$ cat config.mk
export PLATFORM = sky130hd
export DESIGN_NAME = pipt_lane
export DESIGN_NICKNAME = d
export VERILOG_FILES = /design/src/rtl/core/pipt_pkg.sv /design/src/rtl/core/pipt_lane.sv
export SDC_FILE = /design/constraint.sdc
export NUM_CORES = 1
export LEC_CHECK = 0
export ABC_AREA = 1
export BUFFER_PORTS_ARGS = -buffer_cell sky130_fd_sc_hd__buf_2
export CAP_MARGIN = 10
export CELL_PAD_IN_SITES_DETAIL_PLACEMENT = 1
export CELL_PAD_IN_SITES_GLOBAL_PLACEMENT = 2
export CORE_MARGIN = 4
export CORE_UTILIZATION = 39
export CTS_CLUSTER_SIZE = 8
export DETAILED_ROUTE_END_ITERATION = 10
export GPL_ROUTABILITY_DRIVEN = 0
export PLACE_DENSITY_LB_ADDON = 0.1
export SETUP_SLACK_MARGIN = 0.02
export SYNTH_ARGS = -nofsm -noshare
export SYNTH_HDL_FRONTEND = slang
export SYNTH_SLANG_ARGS = --single-unit
$ cat constraint.sdc
create_clock -name clk_i -period 6.6 [get_ports clk_i]
set_input_delay 0 -clock clk_i [delete_from_list [all_inputs] [get_ports clk_i]]
set_output_delay 0 -clock clk_i [all_outputs]
set_load 0.005 [all_outputs]
$ cat src/rtl/core/pipt_pkg.sv
// Shared types, widths and constants for the power-invariant Park transform.
// Also holds the elaboration-time builder for the scaled quarter-wave sine table.
// No dependencies.
`timescale 1ns / 1ps

package pipt_pkg;

  localparam int unsigned SAMPLE_BITS         = 16;
  localparam int unsigned ANGLE_BITS          = 16;
  localparam int unsigned TABLE_ADDR_BITS_DEF = 10;

  // Table entries are k*sin in Q1.15, magnitude below 0.82
  localparam int unsigned TRIG_W    = 16;
  localparam int unsigned NUM_LANES = 4;

  // sqrt(3) in Q16
  localparam int unsigned R2_W = 18;
  localparam logic signed [R2_W-1:0] R2_Q16 = 18'sd113512;

  // Lane operand: 2a-b-c or rounded sqrt3*(b-c), or a sample in inverse mode
  localparam int unsigned OPW    = SAMPLE_BITS + 2;
  localparam int unsigned PROD_W = TRIG_W + OPW;
  localparam int unsigned SUM_W  = PROD_W + 1;
  localparam int unsigned R2V_W  = SUM_W + R2_W;
  localparam int unsigned RES_W  = SUM_W + R2_W + 1;

  localparam logic signed [SAMPLE_BITS-1:0] SAMPLE_MAX = {1'b0, {(SAMPLE_BITS-1){1'b1}}};
  localparam logic signed [SAMPLE_BITS-1:0] SAMPLE_MIN = {1'b1, {(SAMPLE_BITS-1){1'b0}}};

  typedef enum logic {
    CMD_FWD = 1'b0,
    CMD_INV = 1'b1
  } cmd_e;

  typedef struct packed {
    cmd_e                          cmd;
    logic [ANGLE_BITS-1:0]         theta;
    logic signed [SAMPLE_BITS-1:0] in_a;
    logic signed [SAMPLE_BITS-1:0] in_b;
    logic signed [SAMPLE_BITS-1:0] in_c;
  } in_beat_t;

  typedef struct packed {
    logic signed [SAMPLE_BITS-1:0] out_a;
    logic signed [SAMPLE_BITS-1:0] out_b;
    logic signed [SAMPLE_BITS-1:0] out_c;
    logic                          saturated;
  } out_beat_t;

  typedef struct packed {
    logic vld;
    cmd_e cmd;
  } stage_ctl_t;

  typedef logic signed [PROD_W-1:0] prod_t;

  // pi/2 in Q2.30
  localparam longint unsigned PIH_Q30 = 64'd1686629713;

  function automatic longint unsigned isqrt64(input longint unsigned v);
    longint unsigned rem;
    longint unsigned res;
    longint unsigned bt;
    rem = v;
    res = 64'd0;
    bt  = 64'd1 << 62;
    while (bt > rem) bt = bt >> 2;
    while (bt != 64'd0) begin
      if (rem >= res + bt) begin
        rem = rem - (res + bt);
        res = (res >> 1) + bt;
      end else begin
        res = res >> 1;
      end
      bt = bt >> 2;
    end
    return res;
  endfunction

  localparam longint unsigned K_SQ_ARG = (64'd1 << 61) / 64'd3;
  // sqrt(2/3) in Q2.30
  localparam longint unsigned K_Q30 = isqrt64(K_SQ_ARG);

  // Entry idx of the table: k*sin(pi/2 * idx / 2^tb), Q1.15, Taylor series to x^15
  function automatic logic [TRIG_W-1:0] ktab_entry(input longint unsigned idx,
                                                   input int unsigned tb);
    longint unsigned x;
    longint unsigned x2;
    longint unsigned term;
    longint unsigned acc;
    x    = (PIH_Q30 * idx) >> tb;
    x2   = (x * x) >> 30;
    term = x;
    acc  = x;
    term = ((term * x2) >> 30) / 64'd6;
    acc  = acc - term;
    term = ((term * x2) >> 30) / 64'd20;
    acc  = acc + term;
    term = ((term * x2) >> 30) / 64'd42;
    acc  = acc - term;
    term = ((term * x2) >> 30) / 64'd72;
    acc  = acc + term;
    term = ((term * x2) >> 30) / 64'd110;
    acc  = acc - term;
    term = ((term * x2) >> 30) / 64'd156;
    acc  = acc + term;
    term = ((term * x2) >> 30) / 64'd210;
    acc  = acc - term;
    acc  = (acc * K_Q30) >> 30;
    return TRIG_W'((acc + 64'd16384) >> 15);
  endfunction

endpackage

$ cat src/rtl/core/pipt_lane.sv
// One multiplier lane: trig value times operand, registered product.
// Depends on pipt_pkg.
`timescale 1ns / 1ps

module pipt_lane import pipt_pkg::*; (
  input  logic                     clk_i,
  input  logic                     en_i,
  input  logic signed [TRIG_W-1:0] trig_i,
  input  logic signed [OPW-1:0]    op_i,
  output prod_t                    prod_o
);

  prod_t prod_q;

  always_ff @(posedge clk_i) begin
    if (en_i) begin
      prod_q <= PROD_W'(trig_i) * PROD_W'(op_i);
    end
  end

  assign prod_o = prod_q;

endmodule

# ---- Yosys cells after proc, flatten, opt, wreduce, memory -nomap -nowiden
# Cells that the tools add are included.
dict set report op_classes {
  multipliers 1
}
# cell n
set op_table {}
lappend op_table {{$mul 16x18->34} 1}
dict set report totals {
  register_bits 34
  input_bits 36
  elab_cells 2
  out_inout_bits 34
}

# ---- Depth between registers and ports, before layout
dict set report depth {
  ltp_word 1
  depth_mapped 28
  mapped_depth_nobuf 26
}

# ---- Least setup slack after synthesis
# OpenSTA, ideal clock, no wires.
dict set report synth_timing {
  kind {input-to-reg}
  startpoint {in trig_i[5]}
  endpoint {reg prod_q[33] (netlist: prod_o[33]), data pin}
  stages 24
  arrival_time_ns 5.089
  n_path_buf 2
  setup_ns 0.253
  required_ns 6.347
  setup_slack_ns 1.258
  cell_sequence {clkbuf_1 clkbuf_1 nand2_1 fa_1 inv_1 fa_1 inv_1 fa_1 inv_1 fa_1 fa_1 inv_1 fa_1 inv_1 ha_1 nand2_1 nor2_1 inv_1 nor3_1 nand2_1 nand2_1 a21oi_1 nand2_1 nand2_1}
}
dict set report synth_via {
  elab_chain_len 1
}
# element line_no
set synth_lines {}
lappend synth_lines {{start: declaration} pipt_lane.sv:8} ;# input logic signed [TRIG_W-1:0] trig_i,
lappend synth_lines {{$mul 16x18->34} pipt_lane.sv:17} ;# prod_q <= PROD_W'(trig_i) * PROD_W'(op_i);
lappend synth_lines {{end signal: assignment} pipt_lane.sv:17}
lappend synth_lines {{end: declaration} pipt_lane.sv:13} ;# prod_t prod_q;
# Every way passes these cells.
# A chain may end at the register's enable or synchronous reset.

# ---- Worst setup path after layout
dict set report layout_timing {
  startpoint {in op_i[17]}
  endpoint {reg prod_q[33] (netlist: prod_o[33]), data pin}
}
dict set report layout_via {
  elab_chain_len 1
}
# element line_no
set layout_lines {}
lappend layout_lines {{start: declaration} pipt_lane.sv:9} ;# input logic signed [OPW-1:0] op_i,
lappend layout_lines {{$mul 16x18->34} pipt_lane.sv:17}
# Every way passes these cells.

==> results.sh <==
export IMPL_yosysWarnings=0
export IMPL_finalSetupViolations=0
export IMPL_end_kind="register"
export IMPL_start_kind="input pin"
export IMPL_required_ps=6650
export IMPL_netlist_area_leader_share_pct=44.81
export IMPL_htree_num_levels=2
export IMPL_cts_sinks=34
export IMPL_rsz0062_at_grt="false"
export IMPL_die_w_um=190.3
export IMPL_cts_root_buf="clkbuf_16"
export IMPL_syn_num_nets=2063
export IMPL_pin_count=70
export IMPL_drtIter0Drc=343
export IMPL_wl_per_cell_um=16.94
export IMPL_cts_tree="done"
export IMPL_post_cts_buffers=0
export IMPL_worstMarginPinSlew_ps=813.6
export IMPL_core_um2=32620
export IMPL_cap_viol_max_count=0
export IMPL_drcViolationCount=0
export IMPL_syn2layout_area_growth_pct=6.404
export IMPL_synth_cell_types=30
export IMPL_yosysSeqAreaShare_pct=7.881
export IMPL_status="finished clean"
export IMPL_drive_above_1_share_pct=6.647
export IMPL_synth_top_area_cell="fa_1"
export IMPL_setup_tns_final_ps=0
export IMPL_synth_cells=1651
export IMPL_drt_vias_per_instance=4.598
export IMPL_finalCriticalPeriod_ps=5422
export IMPL_ctsHoldBuffers=0
export IMPL_num_rows=66
export IMPL_synth_area_top_cells="fa_1 (45%), inv_1 (15%), nand2_1 (13%)"
export IMPL_num_fill_cells=4010
export IMPL_slew_viol_final=0
export IMPL_hold_violations=0
export IMPL_die_area_um2=36200
export IMPL_firstDrtPassIters=6
export IMPL_die_h_um=190.3
export IMPL_grt_overflow_total=0
export IMPL_postRouteAntennaNets=0
export IMPL_grt_pass1_vias=11470
export IMPL_grt_usage_pct=21.20
export IMPL_largest_reg_flops=34
export IMPL_cts_buffers=5
export IMPL_crit_type="in2reg"
export IMPL_grt_max_degree=35
export IMPL_arrival_ps=5470
export IMPL_antenna_found_initial=2
export IMPL_path_clk_slew_ps=60
export IMPL_ys_flop_type="edfxtp_1"
export IMPL_slew_headroom_pct=45.76
export IMPL_regArea_um2=1021
export IMPL_start_util_pct=39.72
export IMPL_fmax_mhz=184.4
export IMPL_period_share_pct=82.15
export IMPL_diodes=0
export IMPL_hpwl_um=31370
export IMPL_synth_common_cells="inv_1 (529), nand2_1 (451), fa_1 (290)"
export IMPL_async_flop_share_pct=0
export IMPL_fin_nets=2081
export IMPL_vias=9711
export IMPL_path_max_fanout=16
export IMPL_grt_pass1_wl_um=60320
export IMPL_cts_resized_gates=0
export IMPL_multi_input_area_um2=9704
export IMPL_netlist_area_um2=12950
export IMPL_avgSynthCellArea_um2=7.847
export IMPL_routed_wl_um=35770
export IMPL_hold_class="in2reg"
export IMPL_synth_seq_cells=34
export IMPL_io_buffers=69
export IMPL_clockBufferDepth=2
export IMPL_synth_edf_count=34
export IMPL_synth_most_common_cell="inv_1"
-- final timing paths --
kind | depth (start not counted) | to | slack [ps] | startpoint
max | 23 | prod_o[33] | 1180 | op_i[17]
min | 3 | prod_o[0] | 270 | op_i[0]
-- final cells by class --
type | count | area share (%)
Clock buffer | 6 | 0.9349
Inverter | 533 | 14.51
Clock inverter | 2 | 0.06354
Sequential cell | 34 | 7.407
Timing Repair Buffer | 72 | 2.669
Tap cell | 442 | 4.012
Multi-Input combinational cell | 1023 | 70.40
-- per-layer routing --
layer,part of all wire [%],vias to the layer above,GRT usage [%]
met4,0.87,4,1.989
li1,-,4638,-
met2,55,81,41.59
met5,0.095,-,0
met1,43,4965,26.44
met3,1.7,23,1.483
-- metrics by stage --
stage	cell area, um^2	worst slack [ps]	std cells	utilization (%)	hold WS, ps
after global placement	13650	953.9	2104	41.84	392.8
after detailed placement	13650	817.9	2104	41.84	394.9
final	13780	1178	2112	42.26	270.1
after global routing	13780	687.0	2112	42.26	291.4
after floorplan	12950	1258	1651	-	112.5
after CTS	13780	1143	2112	42.26	261.0
-- worst max-delay path: stages --
cell,delay [ps]
buf_2,270
nand2_1,140
inv_1,150
fa_1,590
fa_1,850
inv_1,150
fa_1,500
inv_1,50
fa_1,480
fa_1,490
inv_1,50
fa_1,480
inv_1,40
ha_1,360
nand2_1,110
nor2_1,190
inv_1,90
nor3_1,200
nand2_1,80
nand2_1,60
a21oi_1,40
nand2_1,60
nand2_1,40
-- layout by cell type (no fill, tap or decap), types with 3 or more instances in the layout --
| cell | synthesis | final |
|---|---|---|
| or2_2 | 5 | 5 |
| ha_1 | 86 | 86 |
| a21oi_1 | 27 | 27 |
| o21ai_0 | 7 | 7 |
| nor2_1 | 51 | 51 |
| xnor2_1 | 3 | 3 |
| inv_2 | 3 | 3 |
| fa_1 | 290 | 290 |
| buf_2 | 0 | 69 |
| nand4_1 | 8 | 8 |
| and2_1 | 4 | 4 |
| o21bai_1 | 6 | 6 |
| nand3b_1 | 3 | 3 |
| xor2_1 | 20 | 20 |
| nor3_1 | 3 | 3 |
| nor2_2 | 5 | 5 |
| nand2_2 | 11 | 11 |
| inv_1 | 529 | 529 |
| edfxtp_1 | 34 | 34 |
| nand2_1 | 451 | 451 |
| nor2_4 | 6 | 6 |
| buf_4 | 0 | 3 |
| clkbuf_16 | 0 | 5 |
| nand3_1 | 28 | 28 |
-- cells by family after synthesis --
kind of cell / after synthesis / synth area share (%)
compound gates: 44 / 1.874
xor+xnor: 23 / 1.555
fa+ha+maj: 376 / 53.12
buf+inv: 594 / 17.21
flops: 34 / 7.881
simple gates: 580 / 18.36
Power is not shown: default switching activity piles up to over one toggle a cycle in this logic, so the estimate is an artifact.
