[config.mk]
export PLATFORM = sky130hd
export DESIGN_NAME = pipt_merge
export DESIGN_NICKNAME = d
export VERILOG_FILES = /design/src/rtl/core/pipt_pkg.sv /design/src/rtl/core/pipt_merge.sv
export SDC_FILE = /design/constraint.sdc
export NUM_CORES = 1
export LEC_CHECK = 0
export BUFFER_PORTS_ARGS = -buffer_cell sky130_fd_sc_hd__buf_2
export CORE_UTILIZATION = 53
export DETAILED_ROUTE_END_ITERATION = 8
export PLACE_DENSITY = 0.71
export SETUP_SLACK_MARGIN = 0.2
export SYNTH_ARGS = -nofsm -noshare
export SYNTH_HDL_FRONTEND = slang
export SYNTH_SLANG_ARGS = --single-unit
[constraint.sdc]
create_clock -name clk_i -period 8.8 [get_ports clk_i]
set_input_delay 0.88 -clock clk_i [delete_from_list [all_inputs] [get_ports clk_i]]
set_output_delay 0.88 -clock clk_i [all_outputs]
set_load 0.05 [all_outputs]
[src/rtl/core/pipt_pkg.sv]
// Shared types, widths and constants for the power-invariant Park transform.
// Also holds the elaboration-time builder for the scaled quarter-wave sine table.
// No dependencies.
`timescale 1ns / 1ps

package pipt_pkg;

  localparam int unsigned SAMPLE_BITS         = 16;
  localparam int unsigned ANGLE_BITS          = 16;
  localparam int unsigned TABLE_ADDR_BITS_DEF = 10;

  // Table entries are k*sin in Q1.15, magnitude below 0.82
  localparam int unsigned TRIG_W    = 16;
  localparam int unsigned NUM_LANES = 4;

  // sqrt(3) in Q16
  localparam int unsigned R2_W = 18;
  localparam logic signed [R2_W-1:0] R2_Q16 = 18'sd113512;

  // Lane operand: 2a-b-c or rounded sqrt3*(b-c), or a sample in inverse mode
  localparam int unsigned OPW    = SAMPLE_BITS + 2;
  localparam int unsigned PROD_W = TRIG_W + OPW;
  localparam int unsigned SUM_W  = PROD_W + 1;
  localparam int unsigned R2V_W  = SUM_W + R2_W;
  localparam int unsigned RES_W  = SUM_W + R2_W + 1;

  localparam logic signed [SAMPLE_BITS-1:0] SAMPLE_MAX = {1'b0, {(SAMPLE_BITS-1){1'b1}}};
  localparam logic signed [SAMPLE_BITS-1:0] SAMPLE_MIN = {1'b1, {(SAMPLE_BITS-1){1'b0}}};

  typedef enum logic {
    CMD_FWD = 1'b0,
    CMD_INV = 1'b1
  } cmd_e;

  typedef struct packed {
    cmd_e                          cmd;
    logic [ANGLE_BITS-1:0]         theta;
    logic signed [SAMPLE_BITS-1:0] in_a;
    logic signed [SAMPLE_BITS-1:0] in_b;
    logic signed [SAMPLE_BITS-1:0] in_c;
  } in_beat_t;

  typedef struct packed {
    logic signed [SAMPLE_BITS-1:0] out_a;
    logic signed [SAMPLE_BITS-1:0] out_b;
    logic signed [SAMPLE_BITS-1:0] out_c;
    logic                          saturated;
  } out_beat_t;

  typedef struct packed {
    logic vld;
    cmd_e cmd;
  } stage_ctl_t;

  typedef logic signed [PROD_W-1:0] prod_t;

  // pi/2 in Q2.30
  localparam longint unsigned PIH_Q30 = 64'd1686629713;

  function automatic longint unsigned isqrt64(input longint unsigned v);
    longint unsigned rem;
    longint unsigned res;
    longint unsigned bt;
    rem = v;
    res = 64'd0;
    bt  = 64'd1 << 62;
    while (bt > rem) bt = bt >> 2;
    while (bt != 64'd0) begin
      if (rem >= res + bt) begin
        rem = rem - (res + bt);
        res = (res >> 1) + bt;
      end else begin
        res = res >> 1;
      end
      bt = bt >> 2;
    end
    return res;
  endfunction

  localparam longint unsigned K_SQ_ARG = (64'd1 << 61) / 64'd3;
  // sqrt(2/3) in Q2.30
  localparam longint unsigned K_Q30 = isqrt64(K_SQ_ARG);

  // Entry idx of the table: k*sin(pi/2 * idx / 2^tb), Q1.15, Taylor series to x^15
  function automatic logic [TRIG_W-1:0] ktab_entry(input longint unsigned idx,
                                                   input int unsigned tb);
    longint unsigned x;
    longint unsigned x2;
    longint unsigned term;
    longint unsigned acc;
    x    = (PIH_Q30 * idx) >> tb;
    x2   = (x * x) >> 30;
    term = x;
    acc  = x;
    term = ((term * x2) >> 30) / 64'd6;
    acc  = acc - term;
    term = ((term * x2) >> 30) / 64'd20;
    acc  = acc + term;
    term = ((term * x2) >> 30) / 64'd42;
    acc  = acc - term;
    term = ((term * x2) >> 30) / 64'd72;
    acc  = acc + term;
    term = ((term * x2) >> 30) / 64'd110;
    acc  = acc - term;
    term = ((term * x2) >> 30) / 64'd156;
    acc  = acc + term;
    term = ((term * x2) >> 30) / 64'd210;
    acc  = acc - term;
    acc  = (acc * K_Q30) >> 30;
    return TRIG_W'((acc + 64'd16384) >> 15);
  endfunction

endpackage

[src/rtl/core/pipt_merge.sv]
// Merge stage: combines lane products, applies the sqrt3 term for the inverse,
// then rounds, saturates and holds the result beat. Depends on pipt_pkg.
`timescale 1ns / 1ps

module pipt_merge import pipt_pkg::*; (
  input  logic       clk_i,
  input  logic       rst_ni,
  input  logic       en_i,
  input  stage_ctl_t ctl_i,
  input  prod_t      prod_i [NUM_LANES],
  output logic       out_valid_o,
  output out_beat_t  out_beat_o
);

  localparam logic signed [RES_W-1:0] HALF15 = RES_W'(64'd1 << 14);
  localparam logic signed [RES_W-1:0] HALF16 = RES_W'(64'd1 << 15);
  localparam logic signed [RES_W-1:0] HALF32 = RES_W'(64'd1 << 31);
  localparam logic signed [RES_W-1:0] SAT_HI = RES_W'(SAMPLE_MAX);
  localparam logic signed [RES_W-1:0] SAT_LO = RES_W'(SAMPLE_MIN);

  // {clipped, value}
  function automatic logic [SAMPLE_BITS:0] sat_f(input logic signed [RES_W-1:0] v);
    if (v > SAT_HI) return {1'b1, SAMPLE_MAX};
    else if (v < SAT_LO) return {1'b1, SAMPLE_MIN};
    else return {1'b0, v[SAMPLE_BITS-1:0]};
  endfunction

  stage_ctl_t               s3_ctl_q, s4_ctl_q;
  logic signed [SUM_W-1:0]  s3_x_d, s3_y_d, s3_x_q, s3_y_q;
  logic signed [SUM_W-1:0]  s4_x_q, s4_y_q;
  logic signed [R2V_W-1:0]  s4_r2v_q;
  logic                     fwd3;
  logic signed [SUM_W-1:0]  p1_ext, p3_ext;
  logic signed [RES_W-1:0]  xe, ye, uh, r2v, res_a, res_b, res_c;
  logic [SAMPLE_BITS:0]     sat_a, sat_b, sat_c;
  logic                     out_vld_q;
  out_beat_t                out_beat_d, out_beat_q;

  // forward: d = p0 + p1, q = p2 - p3; inverse: u = p0 - p1, v = p2 + p3
  assign fwd3   = (ctl_i.cmd == CMD_FWD);
  assign p1_ext = SUM_W'(prod_i[1]);
  assign p3_ext = SUM_W'(prod_i[3]);
  assign s3_x_d = SUM_W'(prod_i[0]) + (fwd3 ? p1_ext : -p1_ext);
  assign s3_y_d = SUM_W'(prod_i[2]) + (fwd3 ? -p3_ext : p3_ext);

  always_ff @(posedge clk_i or negedge rst_ni) begin
    if (!rst_ni) begin
      s3_ctl_q  <= '0;
      s4_ctl_q  <= '0;
      out_vld_q <= 1'b0;
    end else if (en_i) begin
      s3_ctl_q  <= ctl_i;
      s4_ctl_q  <= s3_ctl_q;
      out_vld_q <= s4_ctl_q.vld;
    end
  end

  always_ff @(posedge clk_i) begin
    if (en_i) begin
      s3_x_q     <= s3_x_d;
      s3_y_q     <= s3_y_d;
      s4_x_q     <= s3_x_q;
      s4_y_q     <= s3_y_q;
      s4_r2v_q   <= R2V_W'(s3_y_q) * R2V_W'(R2_Q16);
      out_beat_q <= out_beat_d;
    end
  end

  always_comb begin
    xe  = RES_W'(s4_x_q);
    ye  = RES_W'(s4_y_q);
    r2v = RES_W'(s4_r2v_q);
    uh  = -(xe <<< 16);
    if (s4_ctl_q.cmd == CMD_FWD) begin
      res_a = (xe + HALF16) >>> 16;
      res_b = (ye + HALF16) >>> 16;
      res_c = '0;
    end else begin
      res_a = (xe + HALF15) >>> 15;
      res_b = (uh + r2v + HALF32) >>> 32;
      res_c = (uh - r2v + HALF32) >>> 32;
    end
    sat_a = sat_f(res_a);
    sat_b = sat_f(res_b);
    sat_c = sat_f(res_c);
    out_beat_d.out_a     = sat_a[SAMPLE_BITS-1:0];
    out_beat_d.out_b     = sat_b[SAMPLE_BITS-1:0];
    out_beat_d.out_c     = sat_c[SAMPLE_BITS-1:0];
    out_beat_d.saturated = sat_a[SAMPLE_BITS] | sat_b[SAMPLE_BITS] | sat_c[SAMPLE_BITS];
  end

  assign out_valid_o = out_vld_q;
  assign out_beat_o  = out_beat_q;

endmodule

Yosys cells after proc, flatten, opt, wreduce, memory -nomap -nowiden:

Index checks and enable logic that the tools add are counted.
Widths: inputs -> output; s select.

* multiply operators: 1
* mux-type cells: 11
* add/subtract/negate cells: 12
* bitwise operators: 2
* $lt $le $gt $ge: 6

Operator list (count)
* $gt 54x16->1 const B: 3
* $lt 54x16->1 const B: 3
* $mux 54: 3
* $add 54x33->54 const B: 2
* $mux 17: 6
* $add 35x17->36 const B: 2
* $add 34x35->35: 2
* $mux 35: 2
* $neg 34->35: 2
* $add 54x53->54: 1
* $neg 51->54: 1
* $sub 54x53->54: 1
* $mul 35x15->50 const B: 1
* $add 35x16->36 const B: 1
* $or 1x1->1: 2

* output and inout bits: 50
* bits in registers: 244
* word-level logic and storage cells: 46
* input port bits: 141

Logic depth before layout (Yosys ltp):

* depth in word-level cells: 9
* gate-level depth with buffers: 26
* mapped depth without buffers: 25

Worst setup path before layout:

Ideal clock, no wire load.

* path type: flip-flop to flip-flop
* start: register s3_y_q[34]
* end: register s4_r2v_q[51], data pin
* stages on the path, launching flop included: 21
* path buffers: 1
* slack: 2.384 ns
* setup time: 0.265 ns
* required time: 8.535 ns
* clock period less this slack: 6.416 ns
* arrival: 6.151 ns
* path through: edfxtp_1 -> ha_1 -> inv_1 -> fa_1 -> inv_1 -> fa_1 -> fa_1 -> fa_1 -> inv_1 -> fa_1 -> inv_1 -> ha_1 -> clkbuf_1 -> nand3_1 -> or4_1 -> a311o_1 -> a31oi_1 -> a21o_1 -> a21oi_1 -> o21ai_0 -> xor2_1

* cells in the longest elaborated chain, start to end: 1

RTL lines
* from (decl): line pipt_merge.sv:29 `logic signed [SUM_W-1:0] s3_x_d, s3_y_d, s3_x_q, s3_y_q;`
* from (signal assigned): line pipt_merge.sv:61 `s3_y_q <= s3_y_d;`
* $mul 35x15->50: line pipt_merge.sv:64 `s4_r2v_q <= R2V_W'(s3_y_q) * R2V_W'(R2_Q16);`
* to (signal assigned): line pipt_merge.sv:64
* to (decl): line pipt_merge.sv:31 `logic signed [R2V_W-1:0] s4_r2v_q;`

Every way passes these cells.
A chain may end at the register's enable or synchronous reset.

Final worst setup path:

* start: register s3_y_q[1]
* end: register s4_r2v_q[50], data pin

The elaborated chain is that of the path after synthesis.

==> impl_results.md <==
* Final worst slack at 1.21 ns
* Initial antenna violation count at 1
* Max Slew Vio Count at 0
* Top-area cell type share of the netlist area at 23.7%
* Ys flop type: edfxtp_1
* Mean area per synthesized cell at 9.73 um^2
* Die area at 54,500 um^2
* CTS clock-pin slew for the worst setup and hold paths at 0.07 ns
* Crit path launch type: register
* Aggregate global routing overflow at 0
* Setup Fix Bufs, Post-CTS at 0
* Syn Nets at 3,714
* Cts hold-fix bufs at 0
* Post-route antenna net violation count at 0
* Type of the tightest min-delay check: input pin to asynchronous set/reset pin
* Worst Setup End Kind: register
* Post_cts resized at 0
* Row cnt at 84
* Clock skew at 0.0168 ns
* Arrival time at the worst endpoint at 8.00 ns
* Ys Warns at 0
* Number of global-route vias before repair at 21,500
* Ant diodes at 0
* Pre-CTS WS at 1.22 ns
* Core area at 52,800 um^2
* CTS buffer count at 27
* Max Clock Freq at 0.132 GHz
* # IOs at 191
* DR vias at 21,000
* Cells after Synth at 2,918
* DR WL/cell at 18.0 um
* WS Path Type: register to register
* Fin crit share at 86.3%
* Sink Count at 229
* Worst EP required at 9.21 ns
* Final Hold Vio Count at 0
* Worst Path Max Fanout at 6
* Synth-to-Final Area Change at 9.25%
* Synthesized area at 28,400 um^2
* DRC at 16
* Clock root cell: clkbuf_16
* Unique masters post-synth at 79
* Total GRT Usage at 25.9%
* H-tree lvl count at 1
* RSZ-0062 raised after global routing: no
* Slew @ Worst Pin at 1.07 ns
* Starting density of the core at 53.8%
* Largest net degree at the start of global routing at 84
* IO Port Bufs at 190
* Post-route setup TNS at 0 ns
* Layout cells sized above 1 at 9.03%
* Die height at 233 um
* Synth async-reset ratio at 2.18%
* Chip width at 233 um
* # setup viols final at 0
* Clk buf depth at 3
* Placed Area at 30,100 um^2
* Nets at 3,889
* Global-route wire length before repair at 111,000 um
* Max-cap violations at 0
* Dominant cell type by area after synthesis: edfxtp_1
* Iteration-0 DRC Markers at 1,060
* Final Cell Area at 31,000 um^2
* Skew-Pair Late Insertion Delay at 0.59 ns
* Max_slew headroom at 27.8%
* Violated checks: DRC
* Status: finished, violations left
* CTS tree: built
* Routed WL at 68,200 um
* Detailed Routing Iterations Pass 1 at 8
* Flops & latches, synth at 229
* Avg Vias per Cell at 5.52
* Register area share after synthesis at 24.1%
* Gpl congestion at 0.954
* Detailed placer's ending HPWL at 57,600 um
* Post-synth EDFFs at 224
* Synth top area cells: edfxtp_1, fa_1, ha_1
* Crit path time final at 7.59 ns
-- worst paths after layout --
check | slack [ns] | start | depth (start not counted) | end
worst min register to register | 0.41 | s3_x_q[10] | 0 | s4_x_q[10]
worst min-delay path | 0.10 | rst_ni | 1 | s3_ctl_q[0]
min in group clk_i | 0.41 | s3_x_q[10] | 0 | s4_x_q[10]
max in group asynchronous | 8.56 | rst_ni | 1 | s4_ctl_q[0]
worst max register to register | 1.21 | s3_y_q[1] | 20 | s4_r2v_q[50]
worst max-delay path | 1.21 | s3_y_q[1] | 20 | s4_r2v_q[50]
-- per-stage QoR --
stage	utilization, %	hold slack (ns)	std cells
floorplan	-	0.400	2918
finish	58.8	0.102	3801
global placement	57.0	0.401	3752
CTS	58.8	0.0705	3801
detailed placement	57.0	0.405	3752
global route	58.8	0.0950	3801
-- sequential cells by signal, indices dropped and copies added, names as in the netlist --
| register | count |
|---|---|
| out_beat_o | 49 |
| s4_r2v_q | 48 |
| s3_x_q | 35 |
| s3_y_q | 35 |
| s4_x_q | 35 |
| s4_y_q | 22 |
| s3_ctl_q | 2 |
| s4_ctl_q | 2 |
| out_valid_o | 1 |
-- synth_stat cells (7+ instances only) --
master,number
a211oi_1,13
a21o_1,64
a21oi_1,186
a311oi_1,7
a31o_2,7
a31oi_1,14
and2_1,11
and3_1,23
buf_1,9
clkbuf_1,41
edfxtp_1,224
fa_1,275
ha_1,380
inv_1,555
mux2_2,7
mux2i_1,7
nand2_1,107
nand2b_1,32
nand3_1,60
nand4_1,25
nor2_1,164
nor2b_1,12
nor3_1,51
nor3b_1,7
nor4_1,20
o211ai_1,17
o21a_1,23
o21ai_0,128
o21bai_1,26
o31ai_1,15
o41ai_1,11
or2_2,7
or3_1,11
xnor2_1,179
xor2_1,98
-- worst max-delay path, cell delays in order (launching register included) --
cell,delay (ns)
edfxtp_1,0.51
ha_1,0.36
inv_1,0.06
fa_1,0.50
inv_1,0.05
fa_1,0.53
inv_1,0.06
fa_1,0.53
inv_1,0.06
fa_1,0.55
fa_1,0.42
ha_1,0.38
a2111oi_0,0.61
o21ai_0,0.32
a21oi_1,0.40
o21ai_1,0.21
a2111oi_0,0.65
nor3_1,0.19
o21ai_1,0.27
or4b_2,0.61
o211ai_1,0.13
-- layer usage --
metal | routed length [um] | global-route usage [%] | share of wire, % | vias up
li1 | - | - | - | 10200
met5 | 0 | 0 | 0 | -
met1 | 31800 | 36.6 | 47 | 10100
met2 | 31300 | 42.5 | 46 | 535
met4 | 1450 | 6.21 | 2.1 | 0
met3 | 3700 | 2.83 | 5.4 | 77
-- cells by family (layout without fill, tap and decap cells) --
family	Yosys count	in the layout	synth area share (%)
adder cells (fa/ha/maj)	655	655	36.1
XOR/XNOR	278	278	8.60
AND/OR/NAND/NOR	563	563	9.96
AO/OA/AOI/OAI	571	571	12.6
multiplexers	14	14	0.524
buffers and inverters	608	803	8.04
flip-flops	229	229	24.1
-- layout make-up --
| class | count | area (um^2) |
|---|---|---|
| clock buffers | 30 | 687 |
| repair buffers | 198 | 1020 |
| flip-flops and latches | 229 | 6850 |
| inverters | 556 | 2090 |
| multi-input cells | 2081 | 19300 |
| clock inverters | 19 | 246 |
| well taps | 688 | 861 |
| fillers | 4581 | 21700 |
-- placed cells by master (no fill, tap or decap), drive strengths merged, types with 21 or more instances in the layout --
cell,Yosys,final
xor2,98,98
o21ai,131,131
a21o,64,64
o21bai,26,26
ha,380,380
nand2,107,107
and3,23,23
a21oi,186,186
fa,275,275
nand2b,33,33
nor3,51,51
nand4,25,25
nor2,164,164
nand3,60,60
inv,555,559
edfxtp,224,224
clkbuf,41,30
nor4,21,21
buf,11,198
xnor2,180,180
o21a,23,23
Power is not shown: default switching activity piles up to over one toggle a cycle in this logic, so the estimate is an artifact.
